**src/hdl/swlrl_pkg.sv**
```systemverilog
// Shared types and constants for the sliding window log rate limiter.
// No dependencies; used by every module of the block except swlrl_ram.
`default_nettype none

package swlrl_pkg;

    // Fixed field widths
    localparam int TIME_IN_BITS   = 32;
    localparam int WINDOW_BITS    = 32;
    localparam int LIMIT_BITS     = 5;
    localparam int COUNT_OUT_BITS = 5;
    localparam int CFG_IDX_BITS   = 2;

    // Parameter defaults
    localparam int DEFAULT_DEPTH     = 16;
    localparam int DEFAULT_TIME_BITS = 32;

    // Register map
    localparam logic [CFG_IDX_BITS-1:0] REG_WINDOW_TICKS = 2'd0;
    localparam logic [CFG_IDX_BITS-1:0] REG_MAX_REQUESTS = 2'd1;

    // Register reset values
    localparam logic [WINDOW_BITS-1:0] WINDOW_TICKS_RESET = 32'd1000;
    localparam logic [LIMIT_BITS-1:0]  MAX_REQUESTS_RESET = 5'd2;

    // Controller states
    typedef enum logic [0:0] {
        ST_IDLE,
        ST_SCAN
    } state_t;

    // Controller to datapath commands
    typedef struct packed {
        logic load;    // capture request time, start ring read
        logic pop;     // drop the oldest entry
        logic commit;  // decide, store time, load result register
    } ctrl_cmd_t;

    // Datapath to controller status
    typedef struct packed {
        logic expire;  // oldest entry exists and its age reached the window
    } dp_status_t;

endpackage

`default_nettype wire

```
**src/hdl/swlrl_ram.sv**
```systemverilog
// Generic simple dual-port RAM: one write port, one read port, registered read.
// No dependencies.
`default_nettype none

module swlrl_ram #(
    parameter int WIDTH = 32,
    parameter int DEPTH = 16
) (
    input  wire logic                                      aclk,
    input  wire logic                                      wr_en,
    input  wire logic [(DEPTH > 1 ? $clog2(DEPTH) : 1)-1:0] wr_addr,
    input  wire logic [WIDTH-1:0]                          wr_data,
    input  wire logic [(DEPTH > 1 ? $clog2(DEPTH) : 1)-1:0] rd_addr,
    output logic      [WIDTH-1:0]                          rd_data
);

    logic [WIDTH-1:0] mem [DEPTH];

    // Write port
    always_ff @(posedge aclk) begin
        if (wr_en) begin
            mem[wr_addr] <= wr_data;
        end
    end

    // Registered read port
    always_ff @(posedge aclk) begin
        rd_data <= mem[rd_addr];
    end

endmodule

`default_nettype wire

```
**src/hdl/swlrl_ctrl.sv**
```systemverilog
// Controller FSM for the rate limiter: sequences expiry pops and the decision.
// Depends on swlrl_pkg.
`default_nettype none

module swlrl_ctrl (
    input  wire logic                   aclk,
    input  wire logic                   aresetn,
    input  wire logic                   s_valid,
    output logic                        s_ready,
    output logic                        m_valid,
    input  wire logic                   m_ready,
    input  wire swlrl_pkg::dp_status_t  status,
    output swlrl_pkg::ctrl_cmd_t        cmd
);

    swlrl_pkg::state_t state_reg, state_next;
    logic              m_valid_reg, m_valid_next;
    logic              out_free;

    // Result register may be loaded when empty or being drained
    assign out_free = !m_valid_reg || m_ready;

    // Next state
    always_comb begin
        state_next = state_reg;
        unique case (state_reg)
            swlrl_pkg::ST_IDLE: begin
                if (s_valid) begin
                    state_next = swlrl_pkg::ST_SCAN;
                end
            end
            swlrl_pkg::ST_SCAN: begin
                if (!status.expire && out_free) begin
                    state_next = swlrl_pkg::ST_IDLE;
                end
            end
            default: state_next = swlrl_pkg::ST_IDLE;
        endcase
    end

    // Outputs / commands
    always_comb begin
        cmd     = '0;
        s_ready = 1'b0;
        unique case (state_reg)
            swlrl_pkg::ST_IDLE: begin
                s_ready  = 1'b1;
                cmd.load = s_valid;
            end
            swlrl_pkg::ST_SCAN: begin
                cmd.pop    = status.expire;
                cmd.commit = !status.expire && out_free;
            end
            default: begin
                cmd = '0;
            end
        endcase
    end

    // Result valid flag
    always_comb begin
        if (cmd.commit) begin
            m_valid_next = 1'b1;
        end else if (m_ready) begin
            m_valid_next = 1'b0;
        end else begin
            m_valid_next = m_valid_reg;
        end
    end

    always_ff @(posedge aclk) begin
        if (!aresetn) begin
            state_reg   <= swlrl_pkg::ST_IDLE;
            m_valid_reg <= 1'b0;
        end else begin
            state_reg   <= state_next;
            m_valid_reg <= m_valid_next;
        end
    end

    assign m_valid = m_valid_reg;

endmodule

`default_nettype wire

```
**src/hdl/swlrl_dp.sv**
```systemverilog
// Datapath for the rate limiter: config registers, time ring, pointers,
// age compare, admit decision and result register.
// Depends on swlrl_pkg and swlrl_ram.
`default_nettype none

module swlrl_dp #(
    parameter int DEPTH     = swlrl_pkg::DEFAULT_DEPTH,
    parameter int TIME_BITS = swlrl_pkg::DEFAULT_TIME_BITS
) (
    input  wire logic                                   aclk,
    input  wire logic                                   aresetn,
    input  wire logic                                   cfg_wr,
    input  wire logic [swlrl_pkg::CFG_IDX_BITS-1:0]     cfg_index,
    input  wire logic [swlrl_pkg::WINDOW_BITS-1:0]      cfg_data,
    input  wire logic [swlrl_pkg::TIME_IN_BITS-1:0]     s_request_time,
    input  wire swlrl_pkg::ctrl_cmd_t                   cmd,
    output swlrl_pkg::dp_status_t                       status,
    output logic                                        m_allowed,
    output logic      [swlrl_pkg::COUNT_OUT_BITS-1:0]   m_in_window
);

    localparam int IDX_W = (DEPTH > 1) ? $clog2(DEPTH) : 1;
    localparam int CNT_W = $clog2(DEPTH + 1);
    localparam int SUM_W = IDX_W + 1;
    localparam int LIM_W = (CNT_W > swlrl_pkg::LIMIT_BITS) ? CNT_W : swlrl_pkg::LIMIT_BITS;

    logic [swlrl_pkg::WINDOW_BITS-1:0]    window_reg;
    logic [swlrl_pkg::LIMIT_BITS-1:0]     max_reg;
    logic [TIME_BITS-1:0]                 now_reg;
    logic [IDX_W-1:0]                     oldest_reg, oldest_next, oldest_inc;
    logic [CNT_W-1:0]                     count_reg, count_next;
    logic                                 allowed_reg;
    logic [swlrl_pkg::COUNT_OUT_BITS-1:0] in_window_reg;

    logic [TIME_BITS-1:0] window_t;
    logic [TIME_BITS-1:0] ring_rd_data;
    logic [TIME_BITS-1:0] age;
    logic [IDX_W-1:0]     rd_addr;
    logic [IDX_W-1:0]     slot;
    logic [SUM_W-1:0]     slot_sum;
    logic [LIM_W-1:0]     limit;
    logic                 admit;
    logic                 ring_wr;

    // Configuration registers
    always_ff @(posedge aclk) begin
        if (!aresetn) begin
            window_reg <= swlrl_pkg::WINDOW_TICKS_RESET;
            max_reg    <= swlrl_pkg::MAX_REQUESTS_RESET;
        end else if (cfg_wr) begin
            unique case (cfg_index)
                swlrl_pkg::REG_WINDOW_TICKS: window_reg <= cfg_data;
                swlrl_pkg::REG_MAX_REQUESTS: max_reg <= cfg_data[swlrl_pkg::LIMIT_BITS-1:0];
                default: ;
            endcase
        end
    end

    // Request time capture
    always_ff @(posedge aclk) begin
        if (cmd.load) begin
            now_reg <= TIME_BITS'(s_request_time);
        end
    end

    // Ring pointer arithmetic
    assign oldest_inc = (oldest_reg == IDX_W'(DEPTH - 1)) ? '0 : oldest_reg + IDX_W'(1);
    assign slot_sum   = SUM_W'(oldest_reg) + SUM_W'(count_reg);
    assign slot       = (slot_sum >= SUM_W'(DEPTH)) ? IDX_W'(slot_sum - SUM_W'(DEPTH))
                                                    : IDX_W'(slot_sum);

    // Read the entry that will be oldest next cycle
    assign rd_addr = cmd.pop ? oldest_inc : oldest_reg;

    // Expiry check on the oldest entry
    assign window_t      = TIME_BITS'(window_reg);
    assign age           = now_reg - ring_rd_data;
    assign status.expire = (count_reg != '0) && (age >= window_t);

    // Admit decision, limit clamped to ring depth
    assign limit   = (LIM_W'(max_reg) > LIM_W'(DEPTH)) ? LIM_W'(DEPTH) : LIM_W'(max_reg);
    assign admit   = LIM_W'(count_reg) < limit;
    assign ring_wr = cmd.commit && admit;

    swlrl_ram #(
        .WIDTH (TIME_BITS),
        .DEPTH (DEPTH)
    ) u_ring (
        .aclk    (aclk),
        .wr_en   (ring_wr),
        .wr_addr (slot),
        .wr_data (now_reg),
        .rd_addr (rd_addr),
        .rd_data (ring_rd_data)
    );

    // Pointer and count update
    always_comb begin
        oldest_next = oldest_reg;
        count_next  = count_reg;
        if (cmd.pop) begin
            oldest_next = oldest_inc;
            count_next  = count_reg - CNT_W'(1);
        end else if (ring_wr) begin
            count_next  = count_reg + CNT_W'(1);
        end
    end

    always_ff @(posedge aclk) begin
        if (!aresetn) begin
            oldest_reg <= '0;
            count_reg  <= '0;
        end else begin
            oldest_reg <= oldest_next;
            count_reg  <= count_next;
        end
    end

    // Result register
    always_ff @(posedge aclk) begin
        if (cmd.commit) begin
            allowed_reg   <= admit;
            in_window_reg <= swlrl_pkg::COUNT_OUT_BITS'(count_next);
        end
    end

    assign m_allowed   = allowed_reg;
    assign m_in_window = in_window_reg;

endmodule

`default_nettype wire

```
**src/hdl/sliding_window_log_rate_limiter.sv**
```systemverilog
// Sliding window log rate limiter, top level.
// Depends on swlrl_pkg, swlrl_ctrl, swlrl_dp (which holds swlrl_ram).
//
// Usage:
//   Input channel (s_valid/s_ready/s_request_time): one transfer per request,
//   carrying its arrival time in ticks; times are non-decreasing mod 2^32.
//   Result channel (m_valid/m_ready/m_allowed/m_in_window): one transfer per
//   request, in order: admitted flag and ring occupancy after the request.
//   Config channel (cfg_valid/cfg_ready/cfg_index/cfg_data): index 0 writes
//   window_ticks, index 1 writes max_requests; other indexes are ignored.
//   cfg_ready is always high; write only while no request is in flight.
//   Sequence: after the request transfer, the controller pops each entry that
//   it expires in turn, one at a time because of the single read port of the
//   time ring, then decides and stores; m_valid rises when the decision is stored.
//   s_ready rises together with m_valid, so a new request waits for the result.
//   Reset (aresetn low, synchronous) empties the ring and restores the
//   register defaults (window 1000, limit 2); ring contents are not cleared.
//   Receiver stall: the result waits in the output register while the next
//   request is taken and scanned; that one then holds s_ready low until
//   m_ready frees the output register.
`default_nettype none

module sliding_window_log_rate_limiter #(
    parameter int DEPTH     = swlrl_pkg::DEFAULT_DEPTH,
    parameter int TIME_BITS = swlrl_pkg::DEFAULT_TIME_BITS
) (
    input  wire logic                                 aclk,
    input  wire logic                                 aresetn,
    // configuration writes
    input  wire logic                                 cfg_valid,
    output logic                                      cfg_ready,
    input  wire logic [swlrl_pkg::CFG_IDX_BITS-1:0]   cfg_index,
    input  wire logic [swlrl_pkg::WINDOW_BITS-1:0]    cfg_data,
    // requests
    input  wire logic                                 s_valid,
    output logic                                      s_ready,
    input  wire logic [swlrl_pkg::TIME_IN_BITS-1:0]   s_request_time,
    // results
    output logic                                      m_valid,
    input  wire logic                                 m_ready,
    output logic                                      m_allowed,
    output logic      [swlrl_pkg::COUNT_OUT_BITS-1:0] m_in_window
);

    swlrl_pkg::ctrl_cmd_t  cmd;
    swlrl_pkg::dp_status_t status;

    assign cfg_ready = 1'b1;

    swlrl_ctrl u_ctrl (
        .aclk    (aclk),
        .aresetn (aresetn),
        .s_valid (s_valid),
        .s_ready (s_ready),
        .m_valid (m_valid),
        .m_ready (m_ready),
        .status  (status),
        .cmd     (cmd)
    );

    swlrl_dp #(
        .DEPTH     (DEPTH),
        .TIME_BITS (TIME_BITS)
    ) u_dp (
        .aclk           (aclk),
        .aresetn        (aresetn),
        .cfg_wr         (cfg_valid && cfg_ready),
        .cfg_index      (cfg_index),
        .cfg_data       (cfg_data),
        .s_request_time (s_request_time),
        .cmd            (cmd),
        .status         (status),
        .m_allowed      (m_allowed),
        .m_in_window    (m_in_window)
    );

endmodule

`default_nettype wire
```
**config.mk**
```make
export PLATFORM = sky130hd
export DESIGN_NAME = sliding_window_log_rate_limiter
export DESIGN_NICKNAME = d
export VERILOG_FILES = /design/src/hdl/swlrl_pkg.sv /design/src/hdl/swlrl_ram.sv /design/src/hdl/swlrl_ctrl.sv /design/src/hdl/swlrl_dp.sv /design/src/hdl/sliding_window_log_rate_limiter.sv
export SDC_FILE = /design/constraint.sdc
export NUM_CORES = 1
export LEC_CHECK = 0
export BUFFER_PORTS_ARGS = -buffer_cell sky130_fd_sc_hd__buf_2
export CAP_MARGIN = 5
export CORE_ASPECT_RATIO = 0.9
export CORE_MARGIN = 5
export CORE_UTILIZATION = 43
export CTS_BUF_LIST = sky130_fd_sc_hd__clkbuf_4
export CTS_CLUSTER_SIZE = 14
export DETAILED_ROUTE_END_ITERATION = 12
export GPL_ROUTABILITY_DRIVEN = 0
export GPL_TIMING_DRIVEN = 0
export SKIP_LAST_GASP = 1
export SYNTH_ARGS = -nofsm -noshare
export SYNTH_HDL_FRONTEND = slang
export SYNTH_SLANG_ARGS = --single-unit
```
**constraint.sdc**
```tcl
create_clock -name aclk -period 12.7 [get_ports aclk]
set_input_delay 0.635 -clock aclk [delete_from_list [all_inputs] [get_ports aclk]]
set_output_delay 0.635 -clock aclk [all_outputs]
set_load 0.02 [all_outputs]
```
==> results.json, run 1 <==
{
  "synth_edf_count": 550,
  "met2_usage_pct": 33.0,
  "worst_slew_pin_slew_ns": 1.36,
  "insertion_delay_ns": 0.99,
  "final_util_pct": 51.4,
  "cts.sinks": 630,
  "busiest_layer": "met2",
  "num_rows": 87,
  "die_width_um": 276,
  "cts_tree": "built",
  "drc": 0,
  "status": "complete, no violations",
  "worstHoldPathCells": 4,
  "ctsHoldBuffers": 76,
  "r2r_end": "u_dp.u_ring.rd_data[1]",
  "ant_nets": 0,
  "hold_viol": 0,
  "r2r_start": "u_dp.now_reg[6]",
  "start_util_pct": 43.7,
  "timing.fmax_mhz": 125,
  "grt-ovfl-total": 0,
  "critPathArrivalTime_ns": 8.81,
  "drt_iter0_markers": 1656,
  "grt_pass1_wl_um": 115000,
  "setup_viol": 0,
  "rsz0062_at_grt": "false",
  "cts_resized": 0,
  "path_clk_slew_ns": 0.06,
  "grt_use_total_pct": 21.7,
  "nets": 2445,
  "yosysTopAreaCellShare_pct": 60.1,
  "htree_levels": 4,
  "drt-pass1-iter-count": 8,
  "cts_made_buffers": 161,
  "wl_per_cell_um": 23.3,
  "die_h_um": 250,
  "whs_endpoint": "u_dp.max_reg[1]",
  "synth_area_leaders": "edfxtp_1, dfxtp_1, mux2_2",
  "post-dp-hpwl_um": 52200,
  "power_density_nw_per_um2": 224,
  "syn_avg_cell_area_um2": 14.0,
  "hold_class": "in2reg",
  "seq_area_frac_synth_pct": 66.0,
  "r2r_setup_slack_ns": 4.68,
  "drt_wl_total_um": 76400,
  "vias": 18600,
  "area_growth_pct": 17.8,
  "core-area_um2": 62900,
  "p_comb_share_pct": 40.2,
  "synth-main-ff-cell": "edfxtp_1",
  "p_seq_share_pct": 35.5,
  "swShare_pct": 36.9,
  "power.switching_uw": 2680,
  "maxCapViolCount": 0,
  "setup_slack_ns": 4.68,
  "slew_headroom_pct": 7.86,
  "grtUsageMet3_pct": 4.45,
  "start_kind": "flop",
  "worstSetupPathType": "reg2reg",
  "fin_setup_tns_ns": 0,
  "synth_top_cell_by_area": "edfxtp_1",
  "clockBufferDepth": 3,
  "postSynthNetCount": 2104,
  "synth_cell_types": 79,
  "portBuffers": 77,
  "syn_area_um2": 27500,
  "die-area_um2": 69000,
  "reg2reg_depth": 21,
  "routed_via_density": 5.68,
  "pin_count": 80,
  "cts_setup_buffers": 0,
  "synth_seq_cells": 630,
  "period_share_pct": 63.1,
  "p_clk_share_pct": 24.3,
  "finalMaxSlewViolations": 0,
  "syn_inst": 1958,
  "hold_slack_ns": 0.236,
  "vdd_drop_max_v": 0.000117,
  "yosysWarnings": 0,
  "intPower_uw": 4570,
  "fin_cells": 3272,
  "final_layout_size_suffix_gt1_share_pct": 21.8,
  "antenna_found_initial": 2,
  "grt_use_met1_pct": 30.8,
  "root_buffer": "clkbuf_4",
  "grt_max_degree": 23,
  "finClkSkew_ns": 0.0736,
  "required_ns": 13.49,
  "grt_pass1_vias": 18600,
  "place_ws_ns": 4.82,
  "top_register": "u_dp.u_ring.mem",
  "end_kind": "flop",
  "largest_reg_flops": 512,
  "min_period_ns": 8.02,
  "synth-async-reset-ratio_pct": 0,
  "leakage_uw": 0.0120,
  "placed_cells": 2905,
  "hold_start": "cfg_index[0]",
  "path_max_fanout": 17
}
[how the worst max path moves through the flow]
stage / start / end / slack (ns)
floorplan: u_dp.now_reg[6] / u_dp.u_ring.mem[4][0] / 5.62
global placement: u_dp.now_reg[6] / u_dp.u_ring.mem[8][16] / 1.96
detailed placement: u_dp.now_reg[6] / u_dp.u_ring.rd_data[0] / 4.82
CTS: u_dp.now_reg[6] / u_dp.u_ring.rd_data[0] / 4.80
global route: u_dp.now_reg[17] / u_dp.u_ring.rd_data[2] / 4.44
finish: u_dp.now_reg[6] / u_dp.u_ring.rd_data[1] / 4.68
[per-stage QoR]
step	instance area [µm²]	power [µW]
floorplan	27500	4590
global placement	28900	5390
detailed placement	29500	5480
CTS	32300	7290
global route	32300	7680
finish	32300	7250
[power by group through the flow]
stage               Sequential [µW]  Clock, µW  Combinational, µW
detailed placement             2610          0               2870
CTS                            2570       1820               2900
global placement               2620          0               2770
floorplan                      2580          0               2010
finish                         2570       1760               2920
global route                   2590       1940               3160
[Yosys cell counts, types with 6 or more instances]
library cell	count
nand2_1	156
o21ai_0	20
a21o_1	26
and4_1	33
ha_1	73
and3_1	6
a21oi_1	38
o21a_1	6
and2_1	9
nor2b_1	12
clkbuf_1	89
nor2_1	39
nand3_1	16
o2111ai_1	96
o211ai_1	74
inv_1	146
a311o_1	32
xor2_1	10
edfxtp_1	550
buf_2	25
xnor2_1	22
a221oi_1	32
nor3_1	11
nand4_1	74
a211oi_1	6
nand2b_1	8
mux2i_1	70
buf_8	7
mux2_2	94
a21boi_0	29
dfxtp_1	80
[final cells by class]
type / instances / area [µm²]
Inverter: 146 / 548
Tap cell: 845 / 1060
Sequential cell: 630 / 18100
Fill cell: 5471 / 30600
Clock buffer: 245 / 1840
Multi-Input combinational cell: 1055 / 8310
Timing Repair Buffer: 178 / 1610
Clock inverter: 44 / 255
Antenna cell: 2 / 5.00
Buffer: 127 / 609
[layer usage]
layer | up-vias | part of all wire [%]
met2 | 833 | 45
li1 | 8437 | -
met5 | - | 0
met3 | 146 | 7.8
met1 | 9156 | 44
met4 | 0 | 2.6
[logic make-up (layout without fill, tap and decap cells)]
kind of cell               count (synthesis)  count (layout)  synth area share (%)
AOI/OAI and AO/OA                        398             398                  11.5
xor gates and xnor gates                  32              32                  1.02
adders and majority gates                 75              75                  3.47
buffers and inverters                    273             740                  4.21
DFF                                      630             630                  66.0
muxes                                    167             167                  6.56
other                                      1               3                0.0137
and+or+nand+nor                          382             382                  7.25
[worst max-delay path, stage by stage (launching register included)]
cell,delay [ns]
edfxtp_1,0.77
ha_1,0.41
a21o_1,0.22
a221o_1,0.35
a21oi_1,0.19
nor2_1,0.11
nor3_1,0.46
o31ai_1,0.30
o211ai_1,0.37
nand3b_1,0.14
xor2_1,0.17
ha_1,0.31
nand4_1,0.22
nor4_2,0.60
o2111a_1,0.47
a21oi_2,0.20
o21ai_2,0.62
clkbuf_1,0.71
clkbuf_1,0.58
o2111ai_1,0.30
o211ai_1,0.20
o2111ai_1,0.17
[cells in the final DEF, fill, tap and decap left out, drive strengths merged, types with 40 or more instances in the layout]
| master | count |
|---|---|
| o2111ai | 97 |
| buf | 140 |
| dlygate4sd3 | 76 |
| dfxtp | 80 |
| nand4 | 74 |
| o211ai | 77 |
| nand2 | 157 |
| clkbuf | 334 |
| mux2 | 97 |
| mux2i | 70 |
| ha | 73 |
| inv | 153 |
| a21oi | 40 |
| edfxtp | 550 |
Power figures use the tool's default switching activity.
==> inputs of run 2 (changes only) <==
==> constraint.sdc (replaced) <==
create_clock -name aclk -period 7.5 [get_ports aclk]
set_input_delay 0.375 -clock aclk [delete_from_list [all_inputs] [get_ports aclk]]
set_output_delay 0.375 -clock aclk [all_outputs]
set_load 0.02 [all_outputs]
==> results.json, run 2 (synthesized netlist as in run 1, its figures left out) <==
{
  "drt_wl_total_um": 77200,
  "grtUsageMet3_pct": 4.51,
  "fillers": 5440,
  "slew_headroom_pct": 29.0,
  "drc": 0,
  "p_comb_share_pct": 40.5,
  "r2r_start": "u_dp.now_reg[2]",
  "grt_use_met1_pct": 31.2,
  "antenna_found_initial": 3,
  "area_growth_pct": 19.5,
  "period_share_pct": 96.5,
  "layout_common_cells": "edfxtp_1, clkbuf_4, nand2_1, inv_1, dlygate4sd3_1",
  "path_max_fanout": 17,
  "p_seq_share_pct": 35.2,
  "cts_tree": "built",
  "fin_setup_tns_ns": 0,
  "final_layout_size_suffix_gt1_share_pct": 21.9,
  "vias": 18800,
  "ant_nets": 0,
  "grt_max_degree": 23,
  "reg2reg_depth": 21,
  "r2r_end": "u_dp.u_ring.rd_data[29]",
  "layout_commonest_cell": "edfxtp_1",
  "power_density_nw_per_um2": 375,
  "busiest_layer": "met2",
  "cts.sinks": 630,
  "insertion_delay_ns": 0.99,
  "r2r_setup_slack_ns": 0.26,
  "die-area_um2": 69000,
  "drt_iter0_markers": 1539,
  "top_register": "u_dp.u_ring.mem",
  "grt_pass1_vias": 18800,
  "routed_via_density": 5.67,
  "min_period_ns": 7.24,
  "rsz0062_at_grt": "false",
  "leakage_uw": 0.0122,
  "die_width_um": 276,
  "setup_slack_ns": 0.261,
  "critPathLaunch": "u_dp.now_reg[2]",
  "hold_class": "in2reg",
  "critPathArrivalTime_ns": 8.11,
  "finClkSkew_ns": 0.0737,
  "pin_count": 80,
  "endpoint": "u_dp.u_ring.rd_data[29]",
  "worst_slew_pin_slew_ns": 1.06,
  "grt_pass1_wl_um": 116000,
  "hold_viol": 0,
  "path_clk_slew_ns": 0.06,
  "vdd_drop_max_v": 0.000198,
  "drt-pass1-iter-count": 5,
  "core-area_um2": 62900,
  "portBuffers": 77,
  "post-dp-hpwl_um": 52200,
  "required_ns": 8.38,
  "start_kind": "flop",
  "worstSetupPathType": "reg2reg",
  "p_clk_share_pct": 24.2,
  "intPower_uw": 7760,
  "met2_usage_pct": 33.5,
  "die_h_um": 250,
  "cts_made_buffers": 161,
  "largest_reg_flops": 512,
  "wl_per_cell_um": 23.3,
  "num_rows": 87,
  "root_buffer": "clkbuf_4",
  "end_kind": "flop",
  "clockBufferDepth": 3,
  "place_ws_ns": -0.382,
  "swShare_pct": 37.0,
  "timing.fmax_mhz": 138,
  "setup_viol": 0,
  "maxCapViolCount": 0,
  "grt_use_total_pct": 22.0,
  "power.switching_uw": 4550,
  "nets": 2491,
  "htree_levels": 4,
  "start_util_pct": 43.7,
  "status": "complete, no violations",
  "finalMaxSlewViolations": 0,
  "grt-ovfl-total": 0
}
-- run 2: changes by cell type in the layout (fill, tap and decap cells not counted), moves of 2 or more --
cell,previous run,this run
clkbuf_1,89,87
buf_4,2,11
clkbuf_2,0,2
dlygate4sd3_1,76,114
-- run 2: how the worst min path moves through the flow --
stage,end,cells past startpoint,from,slack [ns]
final,u_dp.now_reg[2],2,s_request_time[2],0.13
after global routing,u_dp.now_reg[18],2,s_request_time[18],0.04
after global placement,u_dp.window_reg[18],2,u_dp.window_reg[18],0.46
after detailed placement,u_dp.window_reg[31],2,u_dp.window_reg[31],0.47
after floorplan,u_dp.window_reg[13],2,u_dp.window_reg[13],0.44
after CTS,u_dp.now_reg[21],2,s_request_time[21],0.0001
-- run 2: metrics by stage --
| stage | hold WS, ns | utilization [%] | cells | instance area, µm² | power [µW] |
|---|---|---|---|---|---|
| global placement | 0.456 | 45.9 | 2880 | 28900 | 9130 |
| floorplan | 0.443 | - | 1958 | 27500 | 7770 |
| global route | 0.0406 | 52.2 | 3318 | 32800 | 13000 |
| CTS | 0.000110 | 52.1 | 3315 | 32800 | 12400 |
| finish | 0.132 | 52.2 | 3318 | 32800 | 12300 |
| detailed placement | 0.466 | 46.9 | 2905 | 29500 | 9280 |
-- run 2: final cells by class --
class                   count  area (µm²)  share of cell area [%]
flip-flops and latches    630       18100                    55.2
multi-input cells        1055        8340                    25.4
repair buffers            224        2050                    6.24
clock buffers             245        1840                    5.60
well taps                 845        1060                    3.22
plain buffers             127         614                    1.87
inverters                 146         548                    1.67
clock inverters            44         255                   0.777
diodes                      2        5.00                  0.0152
-- run 2: per-layer routing --
layer  vias up  share of wire (%)
met5         -              0.017
met1      9347                 45
met4         2                2.6
met2       798                 45
met3       150                7.5
li1       8526                  -
-- run 2: critical path, cell delays in order, from the launching register on --
cell	delay, ns
edfxtp_1	0.76
ha_1	0.39
o21ai_0	0.13
a21boi_0	0.22
o21a_1	0.28
nor3_1	0.46
o31ai_2	0.23
o211ai_1	0.35
nand3b_1	0.14
xor2_1	0.16
ha_1	0.31
nand4_1	0.25
nor4_4	0.49
o2111a_1	0.44
a21oi_2	0.21
o21ai_4	0.47
and2_1	0.32
buf_2	0.37
buf_4	0.35
buf_2	0.40
o211ai_1	0.21
o2111ai_1	0.20
-- run 2: timing repair --
action	CTS	global route
pin swaps	0	0
buffers inserted	7	1
endpoints found under the hold margin	88	0
gates resized for setup	2	9
hold buffers	114	0
endpoints found under the setup margin	32	63
-- run 2: power groups by stage --
stage / sequential (µW) / clock, µW / combinational [µW]
3_5_place_dp: 4430 / 0 / 4850
2_1_floorplan: 4370 / 0 / 3400
3_3_place_gp: 4440 / 0 / 4690
6_report: 4340 / 2980 / 4990
5_1_grt: 4360 / 3280 / 5400
4_1_cts: 4340 / 3080 / 4950
==> inputs of run 3 (changes only) <==
==> constraint.sdc (replaced) <==
create_clock -name aclk -period 7.95 [get_ports aclk]
set_input_delay 0.3975 -clock aclk [delete_from_list [all_inputs] [get_ports aclk]]
set_output_delay 0.3975 -clock aclk [all_outputs]
set_load 0.02 [all_outputs]
==> results.json, run 3 (synthesized netlist as in run 1, its figures left out) <==
{
  "status": "complete, no violations",
  "grt_use_total_pct": 21.9,
  "start_kind": "flop",
  "hold_class": "in2reg",
  "period_share_pct": 95.4,
  "fin_setup_tns_ns": 0,
  "fin_cells": 3304,
  "die_h_um": 250,
  "nets": 2477,
  "finalMaxSlewViolations": 0,
  "start_util_pct": 43.7,
  "vias": 18800,
  "finalPower_uw": 11600,
  "top_register": "u_dp.u_ring.mem",
  "final_cell_area_um2": 32700,
  "fillers": 5431,
  "min_period_ns": 7.58,
  "cts.sinks": 630,
  "final_util_pct": 52.0,
  "drt-pass1-iter-count": 6,
  "area_growth_pct": 19.1,
  "layout_common_cells": "edfxtp_1, clkbuf_4, nand2_1, inv_1, buf_2",
  "grt_pass1_wl_um": 115000,
  "drc": 0,
  "insertion_delay_ns": 1.00,
  "post-dp-hpwl_um": 52200,
  "rsz0062_at_grt": "false",
  "drt_iter0_markers": 1630,
  "cts_tree": "built",
  "leakage_uw": 0.0122,
  "worstSetupPathType": "reg2reg",
  "grt-ovfl-total": 0,
  "path_clk_slew_ns": 0.06,
  "die-area_um2": 69000,
  "largest_reg_flops": 512,
  "placed_area_um2": 29500,
  "vdd_drop_max_v": 0.000185,
  "portBuffers": 77,
  "grt_pass1_vias": 18800,
  "finClkSkew_ns": 0.0712,
  "maxCapViolCount": 0,
  "clockBufferDepth": 3,
  "routed_via_density": 5.69,
  "num_rows": 87,
  "placed_cells": 2905,
  "wl_per_cell_um": 23.2,
  "layout_commonest_cell": "edfxtp_1",
  "required_ns": 8.83,
  "final_layout_size_suffix_gt1_share_pct": 22.0,
  "timing.fmax_mhz": 132,
  "ant_nets": 0,
  "multi_input_area_um2": 8320,
  "end_kind": "flop",
  "critPathArrivalTime_ns": 8.47,
  "core-area_um2": 62900,
  "r2r_start": "u_dp.now_reg[0]",
  "slew_headroom_pct": 29.3,
  "root_buffer": "clkbuf_4",
  "hold_viol": 0,
  "grt_max_degree": 23,
  "worst_slew_pin_slew_ns": 1.06,
  "cts_made_buffers": 161,
  "drt_wl_total_um": 76700,
  "antenna_found_initial": 2,
  "die_width_um": 276,
  "htree_levels": 4,
  "regArea_um2": 18100,
  "critPathLaunch": "u_dp.now_reg[0]",
  "setup_viol": 0,
  "path_max_fanout": 17,
  "power_density_nw_per_um2": 355,
  "pin_count": 80,
  "hold_start": "s_request_time[2]"
}
run 3: repair_timing:
item                                   4_1_cts  5_1_grt
endpoints found under the hold margin       88        0
gates resized for setup                      0        4
hold buffers                                97        0
buffers inserted                             0       11
setup endpoints to repair                    0       32
run 3: worst paths after layout:
check	end	slack, ns	cells past startpoint
setup reg to reg	u_dp.u_ring.rd_data[29]	0.37	25
setup / recovery	u_dp.u_ring.rd_data[29]	0.37	25
hold / removal	u_dp.now_reg[2]	0.14	2
hold reg to reg	u_dp.window_reg[16]	0.48	2
run 3: routing by layer:
metal	wire (µm)	share of wire [%]	GRT usage [%]
met3	5600	7.3	4.44
met1	34300	45	30.9
met5	0	0	0
met4	2060	2.7	8.53
met2	34800	45	33.5
run 3: final cells by class:
type,count,share of cell area (%)
multi-input combinational,1055,25.4
inverter,146,1.68
tap,845,3.23
clock inverter,44,0.780
antenna,2,0.0153
buffer,127,1.87
clock buffer,245,5.62
timing repair buffer,210,5.97
sequential,630,55.4
run 3: per-stage QoR:
stage	worst slack [ns]	hold slack, ns
after global routing	0.0899	0.0585
final	0.366	0.145
after floorplan	0.871	0.443
after CTS	0.0488	0.000255
after global placement	-2.79	0.456
after detailed placement	0.0682	0.466
run 3: critical path, stage by stage, from the launching register on:
cell	delay (ns)
edfxtp_1	0.64
inv_1	0.13
ha_1	0.20
inv_1	0.06
fa_1	0.39
a21o_1	0.18
a21oi_1	0.28
o21ba_2	0.19
o211ai_1	0.19
and4_1	0.30
o211ai_1	0.26
nand3b_1	0.10
a21oi_1	0.21
xnor2_1	0.12
ha_1	0.33
nand4_1	0.21
nor4_2	0.60
o2111a_1	0.46
a21oi_2	0.21
o21ai_4	0.45
and2_1	0.31
buf_2	0.37
buf_2	0.47
buf_2	0.43
o211ai_1	0.20
o2111ai_1	0.19
run 3: power by group:
| part | internal, µW | leakage [µW] | switching [µW] | total, µW |
|---|---|---|---|---|
| sequential | 3930 | 0.00563 | 161 | 4090 |
| combinational | 1890 | 0.00528 | 2810 | 4700 |
| clock | 1500 | 0.00126 | 1310 | 2810 |
| total | 7320 | 0.0122 | 4280 | 11600 |
